File: src/sv/efr_pkg.sv
package efr_pkg;

  localparam int NUM_ENCODERS = 12;

  localparam logic [15:0] CRC_INIT = 16'hFFFF;
  localparam logic [15:0] CRC_POLY = 16'hA001;

  localparam logic [2:0] HDR_LAST = 3'd5;
  localparam logic [7:0] HDR_FIRST_BYTE = 8'hAA;

  localparam logic [6:0] FRAME_LEN  = 7'd79;
  localparam logic [6:0] POS_FIRST  = 7'd6;
  localparam logic [6:0] POS_CRC_HI = FRAME_LEN - 7'd2;
  localparam logic [6:0] POS_CRC_LO = FRAME_LEN - 7'd1;

  localparam logic [3:0] ENC_SLOTS = 4'd12;
  localparam logic [3:0] ENC_LAST  = 4'(NUM_ENCODERS - 1);
  localparam logic [3:0] IDX_GRIP0 = 4'd12;
  localparam logic [3:0] IDX_MODE  = 4'd15;

  localparam logic [2:0] PH_ENC_LAST  = 3'd4;
  localparam logic [2:0] PH_GRIP_LAST = 3'd2;
  localparam logic [2:0] PH_MODE_LAST = 3'd1;

  localparam logic KIND_VALUE = 1'b0;
  localparam logic KIND_FAIL  = 1'b1;

  localparam logic [30:0] COUNT_MAX = 31'h7FFF_FFFF;

  typedef enum logic [1:0] {
    ST_HUNT,
    ST_BODY,
    ST_EMIT
  } efr_state_t;

  typedef struct packed {
    logic hunt_step;
    logic body_step;
    logic fail_load;
    logic emit_load;
    logic restart;
  } efr_cmd_t;

  typedef struct packed {
    logic hdr_complete;
    logic body_end;
    logic crc_match;
    logic out_free;
    logic emit_last;
  } efr_stat_t;

  function automatic logic [7:0] hdr_byte(input logic [2:0] idx);
    logic [7:0] b;
    case (idx)
      3'd0: b = 8'hAA;
      3'd1: b = 8'h55;
      3'd2: b = 8'h01;
      3'd3: b = 8'h4B;
      3'd4: b = 8'h41;
      3'd5: b = 8'h10;
      default: b = 8'h00;
    endcase
    return b;
  endfunction

  function automatic logic [15:0] crc16_byte(input logic [15:0] crc, input logic [7:0] b);
    logic [15:0] c;
    c = crc ^ {8'h00, b};
    for (int k = 0; k < 8; k++) begin
      c = c[0] ? ((c >> 1) ^ CRC_POLY) : (c >> 1);
    end
    return c;
  endfunction

endpackage

File: src/sv/efr_byte_if.sv
interface efr_byte_if;
  logic       valid;
  logic       ready;
  logic [7:0] rx_byte;

  modport source (output valid, output rx_byte, input ready);
  modport sink (input valid, input rx_byte, output ready);
endinterface

File: src/sv/efr_result_if.sv
interface efr_result_if;
  logic               valid;
  logic               ready;
  logic               kind;
  logic [3:0]         value_index;
  logic signed [31:0] value;
  logic [30:0]        error_total;
  logic               last;

  modport source (output valid, output kind, output value_index, output value,
                  output error_total, output last, input ready);
  modport sink (input valid, input kind, input value_index, input value,
                input error_total, input last, output ready);
endinterface

File: src/sv/efr_ctrl.sv
module efr_ctrl
  import efr_pkg::*;
(
  input  logic       clk,
  input  logic       rst,
  input  logic       in_valid,
  output logic       in_ready,
  input  efr_stat_t  stat,
  output efr_cmd_t   cmd,
  output efr_state_t state
);

  efr_state_t state_next;

  always_ff @(posedge clk) begin
    if (rst) begin
      state <= ST_HUNT;
    end else begin
      state <= state_next;
    end
  end

  always_comb begin
    state_next = state;
    cmd        = '0;
    in_ready   = 1'b0;
    case (state)
      ST_HUNT: begin
        in_ready = 1'b1;
        if (in_valid) begin
          cmd.hunt_step = 1'b1;
          if (stat.hdr_complete) begin
            state_next = ST_BODY;
          end
        end
      end
      ST_BODY: begin
        in_ready = !stat.body_end || stat.out_free;
        if (in_valid && in_ready) begin
          if (stat.body_end) begin
            cmd.restart = 1'b1;
            if (stat.crc_match) begin
              state_next = ST_EMIT;
            end else begin
              cmd.fail_load = 1'b1;
              state_next    = ST_HUNT;
            end
          end else begin
            cmd.body_step = 1'b1;
          end
        end
      end
      ST_EMIT: begin
        if (stat.out_free) begin
          cmd.emit_load = 1'b1;
          if (stat.emit_last) begin
            state_next = ST_HUNT;
          end
        end
      end
      default: begin
        state_next = ST_HUNT;
      end
    endcase
  end

endmodule

File: src/sv/efr_datapath.sv
module efr_datapath
  import efr_pkg::*;
(
  input  logic          clk,
  input  logic          rst,
  input  logic [7:0]    rx_byte,
  input  efr_cmd_t      cmd,
  output efr_stat_t     stat,
  efr_result_if.source  res
);

  logic [2:0]  header_matched;
  logic [6:0]  byte_position;
  logic [15:0] running_crc;
  logic [7:0]  crc_high_held;
  logic [23:0] acc;
  logic [31:0] value_store [16];
  logic [2:0]  phase;
  logic [3:0]  entry;
  logic [2:0]  phase_last;
  logic [30:0] failure_count;
  logic [30:0] count_inc;
  logic [3:0]  emit_idx;
  logic [31:0] emit_word;
  logic [31:0] emit_value;
  logic        out_valid;
  logic        byte_hit;

  assign byte_hit  = (rx_byte == hdr_byte(header_matched));
  assign count_inc = (failure_count == COUNT_MAX) ? failure_count : failure_count + 31'd1;

  assign stat.hdr_complete = (header_matched == HDR_LAST) && byte_hit;
  assign stat.body_end     = (byte_position == POS_CRC_LO);
  assign stat.crc_match    = ({crc_high_held, rx_byte} == running_crc);
  assign stat.out_free     = !out_valid || res.ready;
  assign stat.emit_last    = (emit_idx == IDX_MODE);

  always_comb begin
    if (entry < ENC_SLOTS) begin
      phase_last = PH_ENC_LAST;
    end else if (entry < IDX_MODE) begin
      phase_last = PH_GRIP_LAST;
    end else begin
      phase_last = PH_MODE_LAST;
    end
  end

  always_comb begin
    emit_word = value_store[emit_idx];
    if (emit_idx < IDX_GRIP0) begin
      emit_value = emit_word;
    end else if (emit_idx < IDX_MODE) begin
      emit_value = {{16{emit_word[15]}}, emit_word[15:0]};
    end else begin
      emit_value = {24'h000000, emit_word[7:0]};
    end
  end

  // frame tracking
  always_ff @(posedge clk) begin
    if (rst || cmd.restart) begin
      header_matched <= '0;
      byte_position  <= POS_FIRST;
      running_crc    <= CRC_INIT;
      phase          <= '0;
      entry          <= '0;
      emit_idx       <= '0;
    end else begin
      if (cmd.hunt_step) begin
        if (byte_hit) begin
          running_crc    <= crc16_byte(running_crc, rx_byte);
          header_matched <= (header_matched == HDR_LAST) ? '0 : header_matched + 3'd1;
        end else if (rx_byte == HDR_FIRST_BYTE) begin
          running_crc    <= crc16_byte(CRC_INIT, rx_byte);
          header_matched <= 3'd1;
        end else begin
          running_crc    <= CRC_INIT;
          header_matched <= '0;
        end
      end
      if (cmd.body_step) begin
        byte_position <= byte_position + 7'd1;
        if (byte_position < POS_CRC_HI) begin
          running_crc <= crc16_byte(running_crc, rx_byte);
          if (phase == phase_last) begin
            phase <= '0;
            entry <= entry + 4'd1;
          end else begin
            phase <= phase + 3'd1;
          end
        end
      end
      if (cmd.emit_load) begin
        emit_idx <= (emit_idx == ENC_LAST) ? IDX_GRIP0 : emit_idx + 4'd1;
      end
    end
  end

  // captured bytes
  always_ff @(posedge clk) begin
    if (cmd.body_step) begin
      if (byte_position < POS_CRC_HI) begin
        acc <= {acc[15:0], rx_byte};
        if (phase != 3'd0) begin
          value_store[entry] <= {acc, rx_byte};
        end
      end else begin
        crc_high_held <= rx_byte;
      end
    end
  end

  always_ff @(posedge clk) begin
    if (rst) begin
      failure_count <= '0;
    end else if (cmd.fail_load) begin
      failure_count <= count_inc;
    end
  end

  // output register
  always_ff @(posedge clk) begin
    if (rst) begin
      out_valid <= 1'b0;
    end else if (cmd.fail_load || cmd.emit_load) begin
      out_valid <= 1'b1;
    end else if (res.ready) begin
      out_valid <= 1'b0;
    end
  end

  always_ff @(posedge clk) begin
    if (cmd.fail_load) begin
      res.kind        <= KIND_FAIL;
      res.value_index <= '0;
      res.value       <= '0;
      res.error_total <= count_inc;
      res.last        <= 1'b1;
    end else if (cmd.emit_load) begin
      res.kind        <= KIND_VALUE;
      res.value_index <= emit_idx;
      res.value       <= emit_value;
      res.error_total <= failure_count;
      res.last        <= stat.emit_last;
    end
  end

  assign res.valid = out_valid;

endmodule

File: src/sv/encoder_frame_receiver_crc16_top.sv
// channel  dir  payload                                        per beat
// rx       in   rx_byte[7:0]                                   one serial byte
// res      out  kind, value_index[3:0], value[31:0] signed,    one result
//               error_total[30:0], last
//
// one byte per cycle while hunting for the header and capturing the frame
// a good frame yields a burst of NUM_ENCODERS + 4 results, one per cycle while res is ready, rx held off
// a bad frame yields one failure beat when its last byte is taken
// rx stalls on the final frame byte until the output register is free
// synchronous reset clears the hunt state and the failure count
module encoder_frame_receiver_crc16_top
  import efr_pkg::*;
(
  input  logic        clk,
  input  logic        rst,
  efr_byte_if.sink    rx,
  efr_result_if.source res
);

  efr_cmd_t   cmd;
  efr_stat_t  stat;
  efr_state_t state;
  logic       in_ready;

  assign rx.ready = in_ready;

  efr_ctrl u_ctrl (
    .clk      (clk),
    .rst      (rst),
    .in_valid (rx.valid),
    .in_ready (in_ready),
    .stat     (stat),
    .cmd      (cmd),
    .state    (state)
  );

  efr_datapath u_datapath (
    .clk     (clk),
    .rst     (rst),
    .rx_byte (rx.rx_byte),
    .cmd     (cmd),
    .stat    (stat),
    .res     (res)
  );

  a_fail_beat: assert property (@(posedge clk) disable iff (rst)
    res.valid && (res.kind == KIND_FAIL) |->
      res.last && (res.value == 0) && (res.value_index == 4'd0))
    else $error("failure beat malformed");

  a_mode_last: assert property (@(posedge clk) disable iff (rst)
    res.valid && (res.kind == KIND_VALUE) |->
      (res.last == (res.value_index == IDX_MODE)))
    else $error("last flag out of place in burst");

  a_mode_width: assert property (@(posedge clk) disable iff (rst)
    res.valid && (res.kind == KIND_VALUE) && (res.value_index == IDX_MODE) |->
      (res.value[31:8] == 24'h000000))
    else $error("mode value not zero-extended");

  a_no_rx_in_burst: assert property (@(posedge clk) disable iff (rst)
    (state == ST_EMIT) |-> !rx.ready)
    else $error("byte taken during result burst");

endmodule
File: src/flat_wrapper.sv
// flat-port wrapper written by rule: the top's interface ports become plain ports
module encoder_frame_receiver_crc16_top_flat import efr_pkg::*;
  (clk, rst, rx_valid, rx_rx_byte, rx_ready, res_valid, res_kind, res_value_index, res_value, res_error_total, res_last, res_ready);
  efr_byte_if rx_i ();
  efr_result_if res_i ();
  input  logic clk;
  input  logic rst;
  input wire logic [$bits(rx_i.valid)-1:0] rx_valid;
  input wire logic [$bits(rx_i.rx_byte)-1:0] rx_rx_byte;
  output wire logic [$bits(rx_i.ready)-1:0] rx_ready;
  output wire logic [$bits(res_i.valid)-1:0] res_valid;
  output wire logic [$bits(res_i.kind)-1:0] res_kind;
  output wire logic [$bits(res_i.value_index)-1:0] res_value_index;
  output wire logic [$bits(res_i.value)-1:0] res_value;
  output wire logic [$bits(res_i.error_total)-1:0] res_error_total;
  output wire logic [$bits(res_i.last)-1:0] res_last;
  input wire logic [$bits(res_i.ready)-1:0] res_ready;
  assign rx_i.valid = rx_valid;
  assign rx_i.rx_byte = rx_rx_byte;
  assign rx_ready = rx_i.ready;
  assign res_valid = res_i.valid;
  assign res_kind = res_i.kind;
  assign res_value_index = res_i.value_index;
  assign res_value = res_i.value;
  assign res_error_total = res_i.error_total;
  assign res_last = res_i.last;
  assign res_i.ready = res_ready;
  encoder_frame_receiver_crc16_top u_core (.clk(clk), .rst(rst), .rx(rx_i), .res(res_i));
endmodule
File: config.mk
export PLATFORM = sky130hd
export DESIGN_NAME = encoder_frame_receiver_crc16_top_flat
export DESIGN_NICKNAME = d
export VERILOG_FILES = /design/src/sv/efr_pkg.sv /design/src/sv/efr_byte_if.sv /design/src/sv/efr_result_if.sv /design/src/sv/efr_ctrl.sv /design/src/sv/efr_datapath.sv /design/src/sv/encoder_frame_receiver_crc16_top.sv /design/src/flat_wrapper.sv
export SDC_FILE = /design/constraint.sdc
export NUM_CORES = 1
export LEC_CHECK = 0
export BUFFER_PORTS_ARGS = -buffer_cell sky130_fd_sc_hd__buf_2
export CELL_PAD_IN_SITES_DETAIL_PLACEMENT = 1
export CELL_PAD_IN_SITES_GLOBAL_PLACEMENT = 1
export CORE_MARGIN = 5
export CORE_UTILIZATION = 45
export DETAILED_ROUTE_END_ITERATION = 10
export PLACE_DENSITY_LB_ADDON = 0.1
export SYNTH_ARGS = -nofsm -noshare
export SYNTH_HDL_FRONTEND = slang
export SYNTH_SLANG_ARGS = --single-unit
export TNS_END_PERCENT = 5
File: constraint.sdc
create_clock -name clk -period 5.7 [get_ports clk]
set_input_delay 0.57 -clock clk [delete_from_list [all_inputs] [get_ports clk]]
set_output_delay 0.57 -clock clk [all_outputs]
set_load 0.1 [all_outputs]
==> results.json <==
{
  "r2r_cells": 10,
  "max-vdd-ir-drop_uv": 237,
  "cts_resized": 0,
  "dp_hpwl_um": 36900,
  "final-hold-violation-count": 0,
  "port_buffers": 82,
  "grt_pass1_vias": 14700,
  "grt_overflow": 0,
  "core_um2": 59000,
  "yosysUniqueCellTypes": 69,
  "status": "finished clean",
  "numCtsBuffers": 72,
  "yosysSeqAreaShare_pct": 72.9,
  "die_x_um": 254,
  "min_to": "u_core.u_ctrl.state[0]$_SDFFE_PP0P_",
  "p_sw_uw": 1960,
  "cts_setup_buffers": 0,
  "slew-limit-headroom_pct": 13.7,
  "async_flop_share_pct": 0,
  "finalCritPeriodShare_pct": 65.5,
  "timing.rr.end": "u_core.u_datapath.value_store[4][24]$_DFFE_PP_",
  "power.leakage_uw": 0.00969,
  "power.internal_uw": 8070,
  "cts_root_buffer": "clkbuf_16",
  "maxCapViolations": 0,
  "min_delay_path_depth": 3,
  "required_ps": 5900,
  "seqPwrFrac_pct": 53.8,
  "worstHoldStart": "rx_valid",
  "grt_pass1_wl_um": 94400,
  "grt_max_degree": 49,
  "rr_startpoint": "u_core.u_datapath.byte_position[0]$_SDFFE_PP0P_",
  "num_rows": 89,
  "end_kind": "register",
  "fin_tns_setup_ps": 0,
  "cp_max_fo": 32,
  "grt_antenna_before_repair": 1,
  "final_cells": 2393,
  "drtAntennaViolNets": 0,
  "synth-main-ff-cell": "edfxtp_1",
  "skew_ps": 15.3,
  "critical_path.startpoint_type": "register",
  "syn_area_um2": 26800,
  "worstSetupPathType": "register to register",
  "die_h_um": 254,
  "grt_util_all_layers_pct": 19.6,
  "power_frac_comb_pct": 1.2,
  "vias": 13700,
  "routedWlPerCell_um": 26.1,
  "pwr-share-clk_pct": 45.0,
  "ff2ff_setup_slack_ps": 1970,
  "hold_path_class": "input port to register",
  "syn_area_per_cell_um2": 18.4,
  "worst_pin_slew_ps": 1290,
  "p_per_area_nw_per_um2": 329,
  "h-tree-depth": 3,
  "arrival_ps": 3930,
  "area_delta_synth_final_pct": 13.6,
  "via_per_inst": 5.73,
  "dp.cells": 2263,
  "first_pass_iters": 5,
  "postLayoutCoreUtil_pct": 51.6,
  "synth_warnings": 0,
  "clkTransAtPathRegs_ps": 60,
  "synthCells": 1453,
  "report.final.setup_viol": 0,
  "ys_ff_latch": 688,
  "synthesis.nets": 1484,
  "layout-drive-gt1-share_pct": 25.0,
  "hold_buffers": 0,
  "rsz0062_at_grt": "no",
  "nNetsFinal": 1595,
  "wl_um": 62500,
  "synth-edff-count": 575,
  "insertion_delay_ps": 600,
  "clock_sinks": 688,
  "maxSlewViolCount": 0,
  "start_util_pct": 45.4,
  "fmax_mhz": 268,
  "switching_share_pct": 19.6,
  "dieArea_um2": 64500,
  "drt_iter0_markers": 1039,
  "cts_tree": "built",
  "io_pins": 83,
  "drc": 0,
  "place_congestion": 0.757,
  "antenna_cells": 0,
  "clk_path_buf_depth": 3,
  "min_period_ps": 3730
}
through the flow:
step	total power [uW]	cell area (um^2)	hold WS [ps]	worst slack, ps
finish	10000	30500	349	1970
global route	10400	30500	329	1580
CTS	10100	30500	316	1880
detailed placement	5620	28200	439	1780
global placement	5620	28200	431	1860
floorplan	5570	26800	466	650
power by group through the flow:
stage          combinational, uW  sequential (uW)  clock [uW]
2_1_floorplan               72.3             5500           0
3_3_place_gp                 119             5500           0
3_5_place_dp                 120             5500           0
4_1_cts                      122             5390        4630
5_1_grt                      131             5390        4850
6_report                     121             5390        4510
sequential cells by signal (all words and copies together) (netlist names), named ones only:
register / cells
u_core.u_ctrl.state: 2
u_core.u_datapath.acc: 24
u_core.u_datapath.byte_position: 7
u_core.u_datapath.crc_high_held: 8
u_core.u_datapath.emit_idx: 4
u_core.u_datapath.entry: 4
u_core.u_datapath.failure_count: 31
u_core.u_datapath.header_matched: 3
u_core.u_datapath.phase: 3
u_core.u_datapath.res.error_total: 31
u_core.u_datapath.res.kind: 1
u_core.u_datapath.res.last: 1
u_core.u_datapath.res.valid: 1
u_core.u_datapath.res.value: 32
u_core.u_datapath.res.value_index: 4
u_core.u_datapath.running_crc: 16
u_core.u_datapath.value_store: 512
worst max-delay path, cell delays in order, from the launching register on:
cell and delay, ps:
dfxtp_1 420, inv_1 70, ha_1 200, nand4_1 130
o31a_1 280, nand2_1 340, inv_1 160, o21ai_1 310
nor2_1 200, nand2_1 250, nor2_4 960
logic make-up (layout without fill, tap and decap cells):
kind of cell / after synthesis / in the layout / share of synthesized area [%]
compound gates: 130 / 130 / 3.20
xor+xnor: 77 / 77 / 2.54
fa+ha+maj: 20 / 20 / 0.924
buf+inv: 95 / 262 / 1.47
flops: 688 / 688 / 72.9
mux: 168 / 168 / 13.7
simple gates: 275 / 275 / 5.26
Yosys cell counts, types with 8 or more instances:
master | number | area [um^2]
nor2_1 | 54 | 203
clkbuf_1 | 44 | 165
dfxtp_1 | 113 | 2260
nor2b_1 | 35 | 219
a32o_1 | 8 | 80.1
and2_1 | 9 | 56.3
nand4_1 | 20 | 125
ha_1 | 19 | 238
nor3_1 | 17 | 85.1
o21ai_1 | 13 | 65.1
mux4_2 | 160 | 3600
a21oi_1 | 49 | 245
nand2_1 | 73 | 274
inv_1 | 23 | 86.3
xnor2_1 | 54 | 473
nand3_1 | 18 | 90.1
xor2_1 | 22 | 193
nor4_1 | 8 | 50.1
o21ai_0 | 10 | 50.1
edfxtp_1 | 575 | 17300
and3_1 | 11 | 68.8
buf_2 | 21 | 105
metal layers:
metal / share of wire, % / vias up / global-route usage, %
met5: 0 / - / 0
met4: 1.7 / 0 / 3.94
met3: 4.5 / 77 / 3.43
met2: 48 / 318 / 31.0
met1: 46 / 7298 / 29.2
li1: - / 6014 / -
how the worst max path moves through the flow:
| stage | from | endpoint | slack [ps] | cells after the start |
|---|---|---|---|---|
| after floorplan | rx_valid | u_core.u_datapath.value_store[0][0]$_DFFE_PP_ | 650 | 6 |
| after global placement | rx_valid | u_core.u_datapath.value_store[4][19]$_DFFE_PP_ | 1860 | 9 |
| after detailed placement | rx_valid | u_core.u_datapath.value_store[6][24]$_DFFE_PP_ | 1780 | 9 |
| after CTS | u_core.u_datapath.byte_position[0]$_SDFFE_PP0P_ | u_core.u_datapath.value_store[6][27]$_DFFE_PP_ | 1880 | 10 |
| after global routing | u_core.u_datapath.byte_position[0]$_SDFFE_PP0P_ | u_core.u_datapath.value_store[6][27]$_DFFE_PP_ | 1580 | 10 |
| final | u_core.u_datapath.byte_position[0]$_SDFFE_PP0P_ | u_core.u_datapath.value_store[4][24]$_DFFE_PP_ | 1970 | 10 |
layout by cell type, fill, tap and decap left out, drive strengths merged, types with 3 or more instances in the layout:
cell type and n:
and3 11, xnor2 55, a22o 4, nor2 54
nand3 18, bufinv 3, a211oi 4, nand3b 3
clkbuf 107, a31oi 3, a221oi 7, o31ai 5
buf 109, dfxtp 113, mux2i 7, xor2 22
and2 9, ha 19, clkinv 15, and4 7
o211ai 3, nand2 74, a21oi 50, nor2b 35
mux4 160, edfxtp 575, a32o 8, nor3 18
nor4 8, nand4 20, or4 3, inv 26
o21ai 23, or3 3, o22ai 5
cell type report:
| class | instances | area [um^2] |
|---|---|---|
| fillers | 5421 | 28600 |
| flip-flops and latches | 688 | 19500 |
| multi-input cells | 670 | 6980 |
| clock buffers | 107 | 2060 |
| well taps | 773 | 967 |
| repair buffers | 109 | 613 |
| clock inverters | 23 | 213 |
| inverters | 23 | 86.3 |
Note: power is estimated with default switching activity, not from simulation.
